$ cat config.mk
export PLATFORM = sky130hd
export DESIGN_NAME = lru_cache_table_unit
export DESIGN_NICKNAME = d
export VERILOG_FILES = /design/src/rtl/core/lcache_pkg.sv /design/src/rtl/core/lcache_ram.sv /design/src/rtl/core/lcache_ctrl.sv /design/src/rtl/core/lcache_dp.sv /design/src/rtl/core/lru_cache_table_unit.sv
export SDC_FILE = /design/constraint.sdc
export NUM_CORES = 2
export LEC_CHECK = 0
export CORE_MARGIN = 3
export CORE_UTILIZATION = 54
export DETAILED_ROUTE_END_ITERATION = 12
export DONT_BUFFER_PORTS = 1
export PLACE_DENSITY = 0.76
export REMOVE_ABC_BUFFERS = 1
export SETUP_SLACK_MARGIN = 0.15
export SYNTH_ARGS = -nofsm -noshare
export SYNTH_HDL_FRONTEND = slang
export SYNTH_HIERARCHICAL = 1
export SYNTH_SLANG_ARGS = --single-unit
$ cat constraint.sdc
create_clock -name clk -period 32.5 [get_ports clk]
set_input_delay 1.625 -clock clk [delete_from_list [all_inputs] [get_ports clk]]
set_output_delay 1.625 -clock clk [all_outputs]
set_load 0.05 [all_outputs]
$ cat src/rtl/core/lcache_pkg.sv
// ----------------------------------------------------------------------------
// LRU cache table package
// Shared types and constants for the fully associative LRU key/value table.
// ----------------------------------------------------------------------------
package lcache_pkg;

	localparam int VALUE_BITS = 32;
	localparam int IN_KEY_BITS = 16;
	localparam int CAP_BITS = 5;
	localparam int IN_TDATA_BITS = 56;
	localparam int OUT_TDATA_BITS = 72;

	localparam logic OP_GET = 1'b0;
	localparam logic OP_PUT = 1'b1;

	localparam logic [CAP_BITS-1:0] CAP_RESET = 5'd16;

	typedef enum logic [2:0] {
		S_IDLE   = 3'b001,
		S_LOOKUP = 3'b010,
		S_UPDATE = 3'b100
	} state_t;

	typedef struct packed {
		logic load;
		logic lookup;
		logic commit;
	} ctrl_cmd_t;

	typedef struct packed {
		logic out_stall;
	} ctrl_sts_t;

endpackage

$ cat src/rtl/core/lcache_ram.sv
// ----------------------------------------------------------------------------
// Generic RAM
// One write port and one read port with registered read data.
// ----------------------------------------------------------------------------
module lcache_ram #(
	parameter int WIDTH = 32,
	parameter int DEPTH = 16
) (
	input  logic                     clk,
	input  logic                     we,
	input  logic [$clog2(DEPTH)-1:0] waddr,
	input  logic [WIDTH-1:0]         wdata,
	input  logic [$clog2(DEPTH)-1:0] raddr,
	output logic [WIDTH-1:0]         rdata
);

	logic [WIDTH-1:0] mem [DEPTH];

	always_ff @(posedge clk) begin
		if (we) begin
			mem[waddr] <= wdata;
		end
		rdata <= mem[raddr];
	end

endmodule

$ cat src/rtl/core/lcache_ctrl.sv
// ----------------------------------------------------------------------------
// LRU cache table controller
// Sequences each item through accept, lookup and update.
// ----------------------------------------------------------------------------
module lcache_ctrl
	import lcache_pkg::*;
(
	input  logic      clk,
	input  logic      arst_n,
	input  logic      in_valid,
	output logic      in_ready,
	input  ctrl_sts_t sts,
	output ctrl_cmd_t cmd
);

	state_t state_q;
	state_t state_d;

	always_comb begin
		state_d = state_q;
		cmd = '0;
		in_ready = 1'b0;
		case (state_q)
			S_IDLE: begin
				in_ready = 1'b1;
				if (in_valid) begin
					cmd.load = 1'b1;
					state_d = S_LOOKUP;
				end
			end
			S_LOOKUP: begin
				cmd.lookup = 1'b1;
				state_d = S_UPDATE;
			end
			S_UPDATE: begin
				if (!sts.out_stall) begin
					cmd.commit = 1'b1;
					state_d = S_IDLE;
				end
			end
			default: begin
				state_d = S_IDLE;
			end
		endcase
	end

	always_ff @(posedge clk or negedge arst_n) begin
		if (!arst_n) begin
			state_q <= S_IDLE;
		end else begin
			state_q <= state_d;
		end
	end

endmodule

$ cat src/rtl/core/lcache_dp.sv
// ----------------------------------------------------------------------------
// LRU cache table datapath
// Key match array, recency ranks, value RAM and the result register.
// ----------------------------------------------------------------------------
module lcache_dp
	import lcache_pkg::*;
#(
	parameter int DEPTH = 16,
	parameter int KEY_BITS = 16
) (
	input  logic                         clk,
	input  logic                         arst_n,
	input  ctrl_cmd_t                    cmd,
	output ctrl_sts_t                    sts,
	input  logic                         cfg_wr_en,
	input  logic [CAP_BITS-1:0]          cfg_wr_data,
	input  logic                         in_opcode,
	input  logic [IN_KEY_BITS-1:0]       in_key,
	input  logic signed [VALUE_BITS-1:0] in_value,
	output logic                         out_valid,
	input  logic                         out_ready,
	output logic                         out_hit,
	output logic signed [VALUE_BITS-1:0] out_read_value,
	output logic                         out_recent_valid,
	output logic signed [VALUE_BITS-1:0] out_recent_value,
	output logic                         out_evicted
);

	localparam int AW = $clog2(DEPTH);
	localparam int CW = $clog2(DEPTH + 1);
	localparam int EW = (CW > CAP_BITS) ? CW : CAP_BITS;

	logic [CAP_BITS-1:0]          cap_q;
	logic                         op_q;
	logic [KEY_BITS-1:0]          key_q;
	logic signed [VALUE_BITS-1:0] wval_q;

	logic [KEY_BITS-1:0] key_tab_q [DEPTH];
	logic [AW-1:0]       rank_q [DEPTH];
	logic [DEPTH-1:0]    valid_q;
	logic [CW-1:0]       count_q;

	logic                         hit_s1;
	logic [DEPTH-1:0]             hit_oh_s1;
	logic [AW-1:0]                hit_rank_s1;
	logic                         evict_s1;
	logic [DEPTH-1:0]             victim_oh_s1;
	logic [DEPTH-1:0]             slot_oh_s1;
	logic [AW-1:0]                wr_idx_s1;

	logic signed [VALUE_BITS-1:0] recent_value_q;
	logic                         out_valid_q;
	logic                         out_hit_q;
	logic signed [VALUE_BITS-1:0] out_read_value_q;
	logic                         out_recent_valid_q;
	logic signed [VALUE_BITS-1:0] out_recent_value_q;
	logic                         out_evicted_q;

	logic [KEY_BITS+IN_KEY_BITS-1:0] key_ext;
	logic [DEPTH-1:0]                match;
	logic [AW-1:0]                   hit_idx;
	logic [AW-1:0]                   hit_rank;
	logic [DEPTH-1:0]                victim_oh;
	logic [DEPTH-1:0]                free_vec;
	logic [DEPTH-1:0]                slot_oh;
	logic [AW-1:0]                   slot_idx;
	logic [EW-1:0]                   cap_ext;
	logic [EW-1:0]                   eff_cap;
	logic                            full;
	logic                            evict;
	logic [CW-1:0]                   last_rank;
	logic signed [VALUE_BITS-1:0]    ram_rdata;
	logic                            ram_we;
	logic                            put_miss;

	assign key_ext = {{KEY_BITS{1'b0}}, in_key};

	always_ff @(posedge clk or negedge arst_n) begin
		if (!arst_n) begin
			cap_q <= CAP_RESET;
		end else if (cfg_wr_en) begin
			cap_q <= cfg_wr_data;
		end
	end

	always_ff @(posedge clk) begin
		if (cmd.load) begin
			op_q <= in_opcode;
			key_q <= key_ext[KEY_BITS-1:0];
			wval_q <= in_value;
		end
	end

	assign last_rank = count_q - CW'(1);
	assign cap_ext = EW'(cap_q);

	always_comb begin
		if (cap_q == '0) begin
			eff_cap = EW'(1);
		end else if (cap_ext > EW'(DEPTH)) begin
			eff_cap = EW'(DEPTH);
		end else begin
			eff_cap = cap_ext;
		end
	end

	assign full = EW'(count_q) >= eff_cap;
	assign evict = (op_q == OP_PUT) && (match == '0) && full;

	always_comb begin
		hit_idx = '0;
		hit_rank = '0;
		victim_oh = '0;
		for (int j = 0; j < DEPTH; j++) begin
			match[j] = valid_q[j] && (key_tab_q[j] == key_q);
			if (match[j]) begin
				hit_idx = hit_idx | AW'(j);
				hit_rank = hit_rank | rank_q[j];
			end
			victim_oh[j] = valid_q[j] && (CW'(rank_q[j]) == last_rank);
		end
	end

	assign free_vec = ~valid_q | (evict ? victim_oh : '0);
	assign slot_oh = free_vec & (~free_vec + DEPTH'(1));

	always_comb begin
		slot_idx = '0;
		for (int j = 0; j < DEPTH; j++) begin
			if (slot_oh[j]) begin
				slot_idx = slot_idx | AW'(j);
			end
		end
	end

	always_ff @(posedge clk) begin
		if (cmd.lookup) begin
			hit_s1 <= (match != '0);
			hit_oh_s1 <= match;
			hit_rank_s1 <= hit_rank;
			evict_s1 <= evict;
			victim_oh_s1 <= victim_oh;
			slot_oh_s1 <= slot_oh;
			wr_idx_s1 <= (match != '0) ? hit_idx : slot_idx;
		end
	end

	assign put_miss = (op_q == OP_PUT) && !hit_s1;
	assign ram_we = cmd.commit && (op_q == OP_PUT);

	lcache_ram #(
		.WIDTH(VALUE_BITS),
		.DEPTH(DEPTH)
	) u_value_ram (
		.clk  (clk),
		.we   (ram_we),
		.waddr(wr_idx_s1),
		.wdata(wval_q),
		.raddr(hit_idx),
		.rdata(ram_rdata)
	);

	always_ff @(posedge clk) begin
		for (int j = 0; j < DEPTH; j++) begin
			if (cmd.commit && put_miss && slot_oh_s1[j]) begin
				key_tab_q[j] <= key_q;
			end
		end
	end

	always_ff @(posedge clk or negedge arst_n) begin
		if (!arst_n) begin
			valid_q <= '0;
			count_q <= '0;
			recent_value_q <= '0;
			for (int j = 0; j < DEPTH; j++) begin
				rank_q[j] <= '0;
			end
		end else if (cmd.commit) begin
			if (hit_s1) begin
				for (int j = 0; j < DEPTH; j++) begin
					if (hit_oh_s1[j]) begin
						rank_q[j] <= '0;
					end else if (valid_q[j] && (rank_q[j] < hit_rank_s1)) begin
						rank_q[j] <= rank_q[j] + AW'(1);
					end
				end
				recent_value_q <= (op_q == OP_PUT) ? wval_q : ram_rdata;
			end else if (op_q == OP_PUT) begin
				for (int j = 0; j < DEPTH; j++) begin
					if (slot_oh_s1[j]) begin
						valid_q[j] <= 1'b1;
						rank_q[j] <= '0;
					end else if (evict_s1 && victim_oh_s1[j]) begin
						valid_q[j] <= 1'b0;
					end else if (valid_q[j]) begin
						rank_q[j] <= rank_q[j] + AW'(1);
					end
				end
				if (!evict_s1) begin
					count_q <= count_q + CW'(1);
				end
				recent_value_q <= wval_q;
			end
		end
	end

	always_ff @(posedge clk or negedge arst_n) begin
		if (!arst_n) begin
			out_valid_q <= 1'b0;
		end else if (cmd.commit) begin
			out_valid_q <= 1'b1;
		end else if (out_ready) begin
			out_valid_q <= 1'b0;
		end
	end

	always_ff @(posedge clk) begin
		if (cmd.commit) begin
			out_hit_q <= hit_s1;
			out_read_value_q <= (hit_s1 && (op_q == OP_GET)) ? ram_rdata : '0;
			out_evicted_q <= put_miss && evict_s1;
			if (hit_s1) begin
				out_recent_valid_q <= 1'b1;
				out_recent_value_q <= (op_q == OP_PUT) ? wval_q : ram_rdata;
			end else if (op_q == OP_PUT) begin
				out_recent_valid_q <= 1'b1;
				out_recent_value_q <= wval_q;
			end else begin
				out_recent_valid_q <= (count_q != '0);
				out_recent_value_q <= recent_value_q;
			end
		end
	end

	assign sts.out_stall = out_valid_q && !out_ready;
	assign out_valid = out_valid_q;
	assign out_hit = out_hit_q;
	assign out_read_value = out_read_value_q;
	assign out_recent_valid = out_recent_valid_q;
	assign out_recent_value = out_recent_value_q;
	assign out_evicted = out_evicted_q;

endmodule

$ cat src/rtl/core/lru_cache_table_unit.sv
// ----------------------------------------------------------------------------
// LRU cache table unit
// An input transfer is accepted in the idle state; the item then passes
// through the lookup and update states, and its result is registered as the
// update commits. No new item is accepted until this one is back in idle.
// A result waiting on the output does not block the next input transfer, but
// that item then holds in the update cycle until the waiting result is taken.
// Reset empties the table (valid bits, ranks, count) and sets capacity to 16.
// ----------------------------------------------------------------------------
module lru_cache_table_unit
	import lcache_pkg::*;
#(
	parameter int DEPTH = 16,
	parameter int KEY_BITS = 16
) (
	input  logic                      clk,
	input  logic                      arst_n,
	input  logic                      cfg_wr_en,
	input  logic [CAP_BITS-1:0]       cfg_wr_data,
	input  logic                      s_axis_tvalid,
	output logic                      s_axis_tready,
	// opcode[0], lookup_key[16:1], write_value[48:17], zero fill
	input  logic [IN_TDATA_BITS-1:0]  s_axis_tdata,
	output logic                      m_axis_tvalid,
	input  logic                      m_axis_tready,
	// hit[0], read_value[32:1], recent_valid[33], recent_value[65:34],
	// evicted[66], zero fill
	output logic [OUT_TDATA_BITS-1:0] m_axis_tdata
);

	ctrl_cmd_t                    cmd;
	ctrl_sts_t                    sts;
	logic                         out_hit;
	logic signed [VALUE_BITS-1:0] out_read_value;
	logic                         out_recent_valid;
	logic signed [VALUE_BITS-1:0] out_recent_value;
	logic                         out_evicted;

	lcache_ctrl u_ctrl (
		.clk     (clk),
		.arst_n  (arst_n),
		.in_valid(s_axis_tvalid),
		.in_ready(s_axis_tready),
		.sts     (sts),
		.cmd     (cmd)
	);

	lcache_dp #(
		.DEPTH   (DEPTH),
		.KEY_BITS(KEY_BITS)
	) u_dp (
		.clk             (clk),
		.arst_n          (arst_n),
		.cmd             (cmd),
		.sts             (sts),
		.cfg_wr_en       (cfg_wr_en),
		.cfg_wr_data     (cfg_wr_data),
		.in_opcode       (s_axis_tdata[0]),
		.in_key          (s_axis_tdata[16:1]),
		.in_value        (s_axis_tdata[48:17]),
		.out_valid       (m_axis_tvalid),
		.out_ready       (m_axis_tready),
		.out_hit         (out_hit),
		.out_read_value  (out_read_value),
		.out_recent_valid(out_recent_valid),
		.out_recent_value(out_recent_value),
		.out_evicted     (out_evicted)
	);

	assign m_axis_tdata = {5'b0, out_evicted, out_recent_value, out_recent_valid,
		out_read_value, out_hit};

	a_no_back_to_back: assert property (@(posedge clk) disable iff (!arst_n)
		s_axis_tvalid && s_axis_tready |=> !s_axis_tready)
		else $error("input accepted during lookup");

	a_evict_is_miss: assert property (@(posedge clk) disable iff (!arst_n)
		m_axis_tvalid && m_axis_tdata[66] |-> !m_axis_tdata[0] && m_axis_tdata[33])
		else $error("eviction reported with hit or empty table");

	a_empty_value_zero: assert property (@(posedge clk) disable iff (!arst_n)
		m_axis_tvalid && !m_axis_tdata[33] |-> m_axis_tdata[65:34] == '0)
		else $error("recent value nonzero on empty table");

	a_read_needs_hit: assert property (@(posedge clk) disable iff (!arst_n)
		m_axis_tvalid && (m_axis_tdata[32:1] != '0) |-> m_axis_tdata[0])
		else $error("read value nonzero without hit");

endmodule
==> flow_summary.yaml <==
cells_and_area:
  n_fill_cell: 6115
  drive_gt1_frac: 0.144
  fin_util: 0.606
  nNetsFinal: 3187
  final_area_um2: 52100
  syn_to_final_growth_pct: 10.2
  n_antenna_cell: 0
timing:
  fin_crit_ps: 5230
  finalMaxSlewViolations: 0
  rsz0062_at_grt: "false"
  clock_skew_ps: 42.5
  tightestPinTransition_ps: 1150
  slew-limit-headroom: 0.234
  setup_viol: 0
  hold_viol_final: 0
  setup-tns-final_ps: 0
  period_share: 0.161
  clock.fmax_mhz: 191
grt:
  grt_antenna_before_repair: 1
  grtUsageTotal: 0.251
  grt_pass1_wl_um: 171000
  grt_overflow_total: 0
  grt_pass1_vias: 28218
  grt_max_degree: 127
clock_network:
  cts_sinks: 1100
  tritoncts: "built"
  cts_max_path_buffers: 3
  cts_made_buffers: 105
  postCtsSetupBuffers: 0
  cts-root-buf: "clkbuf_16"
  h-tree-depth: 3
  clk_latency_ps: 680
  clk_pin_slew_worst_paths_ps: 60
  post_cts_resized: 0
  ctsHoldBuffers: 0
floorplanning:
  initial_utilization: 0.550
  core_area_um2: 85900
  io_pins: 140
  rows: 107
  die_x_um: 302
  die_area_um2: 91100
  die_h_um: 302
power:
  power_frac_seq: 0.516
  p_switching_w: 0.000958
  leakage_nw: 17.4
  p_int_w: 0.00254
  p_comb_frac: 0.135
  p_clk_frac: 0.349
  sw_frac_of_total: 0.274
  peakVddDrop_v: 0.0000909
  power_density_nw_per_um2: 67.1
routing:
  viasPerCell: 6.39
  wl_per_cell_um: 26.7
  wl_um: 114000
  drtIter0Drc: 3590
  vias: 27386
  drt_first_pass_iters: 7
  ant_nets: 0
  drc: 0
setup_path:
  reg2reg_to: "u_dp/u_value_ram/rdata[21]$_DFF_P_"
  crit_arrival_ps: 5790
  cp-start-kind: "register"
  cp-end-kind: "register"
  timing.setup.critical_path_class: "register to register"
  crit_fanout: 105
  required_ps: 33070
  r2r_cells: 11
  r2r_start: "u_dp/key_q[14]$_DFFE_PP_"
  r2r_slack_ps: 27270
place:
  numPortBuffers: 0
  place_area_um2: 48600
  gp_congestion: 0.870
  dp_hpwl_um: 64600
synth:
  yosys_warnings: 6
  synth_top_area_share: 0.598
  synth_edf_count: 942
  ys_seq_area_frac: 0.679
  async_reset_ff_frac: 0.115
  syn_area_um2: 47300
  ys_seq_elements: 1100
  synth_ff_type: "edfxtp_1"
  avgSynthCellArea_um2: 15.7
  synthCells: 3021
  synth_area_leaders: "edfxtp_1 60%, dfrtp_1 6.6%, mux4_2 6.1%, xnor2_1 3.2%, xor2_1 2.7%"
  yosys.area.top_type: "edfxtp_1"
  synthDistinctLibCells: 78
min_path:
  hold_end: "u_dp/recent_value_q[0]$_DFFE_PN0P_"
  min_path_cells: 1
  hold_path_class: "register to register"
  min_from: "u_dp/recent_value_q[0]$_DFFE_PN0P_"
run_status:
  status: "finished, final reports clean"
run:
  drv_cap: 0
[logic make-up after synthesis]
family	after synthesis	share of synthesized area
DFF	1100	0.679
buffers and inverters	202	0.0206
other	1	0.0000793
muxes	200	0.0775
adders and majority gates	72	0.0191
AOI/OAI and AO/OA	410	0.0562
and+or+nand+nor	705	0.0838
xor gates and xnor gates	331	0.0642
[Yosys cell counts (39+ instances only)]
master and n:
a21oi_1 73, a22oi_1 84, and2_1 56, buf_4 39
clkbuf_1 62, dfrtp_1 124, edfxtp_1 942, ha_1 72
inv_1 56, mux2_2 49, mux4_2 128, nand2_1 171
nand3_1 59, nand4_1 53, nor2_1 92, nor2b_1 49
nor3_1 41, nor4_1 39, o21ai_0 117, xnor2_1 174
xor2_1 147
[per-layer routing]
layer,track usage,vias to the layer above,part of all wire
met2,0.398,1583,0.47
met5,0,-,0
met1,0.355,13898,0.39
met3,0.0465,245,0.10
met4,0.0801,0,0.029
li1,-,11660,-
[through the flow]
stage | setup slack, ps | hold slack (ps) | cells | total power [W]
after floorplan | 15690 | 480 | 2879 | 0.00211
after global placement | 27370 | 490 | 4086 | 0.00226
after detailed placement | 27340 | 496 | 4086 | 0.00229
after CTS | 27280 | 512 | 4285 | 0.00351
after global routing | 26930 | 526 | 4285 | 0.00362
final | 27270 | 509 | 4285 | 0.00350
[worst max-delay path by stage]
stage | from | endpoint | slack (ps) | depth (start not counted)
detailed placement | m_axis_tready | u_dp/u_value_ram/mem[12][23]$_DFFE_PP_ | 27340 | 8
finish | u_dp/key_q[14]$_DFFE_PP_ | u_dp/u_value_ram/rdata[21]$_DFF_P_ | 27270 | 11
CTS | u_dp/key_q[12]$_DFFE_PP_ | u_dp/wr_idx_s1[0]$_DFFE_PP_ | 27280 | 12
global placement | u_dp/key_q[14]$_DFFE_PP_ | u_dp/u_value_ram/rdata[7]$_DFF_P_ | 27370 | 11
floorplan | m_axis_tready | u_dp/rank_q[31]$_DFFE_PN0P_ | 15690 | 7
global route | u_dp/key_q[4]$_DFFE_PP_ | u_dp/u_value_ram/rdata[21]$_DFF_P_ | 26930 | 11
[area by class of cell]
type / instances / area, um^2 / area share
Clock buffer: 134 / 2790 / 0.0535
Inverter: 56 / 210 / 0.00403
Multi-Input combinational cell: 1723 / 14400 / 0.277
Sequential cell: 1100 / 32100 / 0.616
Timing Repair Buffer: 63 / 485 / 0.00932
Tap cell: 1144 / 1430 / 0.0275
Clock inverter: 65 / 696 / 0.0134
[cells in the final DEF (no fill, tap or decap), types with 13 or more instances in the layout]
master     synthesis  routed
a211o_1           13      13
a211oi_1          23      23
a21o_1            19      19
a21oi_1           73      73
a22oi_1           84      84
a31oi_1           17      17
and2_1            56      56
and4_1            27      27
buf_4             39      62
clkbuf_1          62      25
clkbuf_16          0     106
clkinv_1           0      20
clkinv_2           0      23
dfrtp_1          124     124
dfxtp_1           32      32
edfxtp_1         942     942
ha_1              72      72
inv_1             56      56
mux2_2            49      49
mux2i_1           23      23
mux4_2           128     128
nand2_1          171     171
nand2b_1          24      24
nand3_1           59      58
nand4_1           53      53
nand4b_1          15      15
nor2_1            92      78
nor2_4             0      13
nor2b_1           49      46
nor3_1            41      37
nor3b_1           14      13
nor4_1            39      39
o21ai_0          117     117
o31ai_1           15      15
xnor2_1          174     174
xor2_1           147     147
[power groups by stage]
stage	Clock [W]	Sequential (W)	Combinational [W]
6_report	0.00122	0.00180	0.000472
5_1_grt	0.00129	0.00181	0.000512
4_1_cts	0.00124	0.00180	0.000468
3_5_place_dp	0	0.00183	0.000462
3_3_place_gp	0	0.00182	0.000442
2_1_floorplan	0	0.00182	0.000282
[sequential cells by signal (all words and copies together), names as in the netlist, 3 cells and up]
name	cells
u_dp/out_recent_value	32
u_dp/rank_q	64
u_dp/wval_q	32
u_dp/valid_q	16
u_dp/victim_oh_s1	16
u_dp/recent_value_q	32
u_dp/count_q	5
u_dp/hit_rank_s1	4
u_ctrl/state_q	3
u_dp/out_read_value	32
u_dp/key_tab_q	256
u_dp/cap_ext	5
u_dp/slot_oh_s1	16
u_dp/hit_oh_s1	16
u_dp/u_value_ram/rdata	32
u_dp/u_value_ram/mem	512
u_dp/wr_idx_s1	4
u_dp/key_q	16
[critical path: stages, from the launching register on]
cell	delay [ps]
edfxtp_1	800
buf_4	460
xnor2_1	190
and4_1	220
nand4_1	160
nor2_1	770
nor4_1	220
nand3_4	480
buf_12	690
mux4_2	610
a22oi_1	290
nand2_1	80
(Power assumes the default switching activity.)
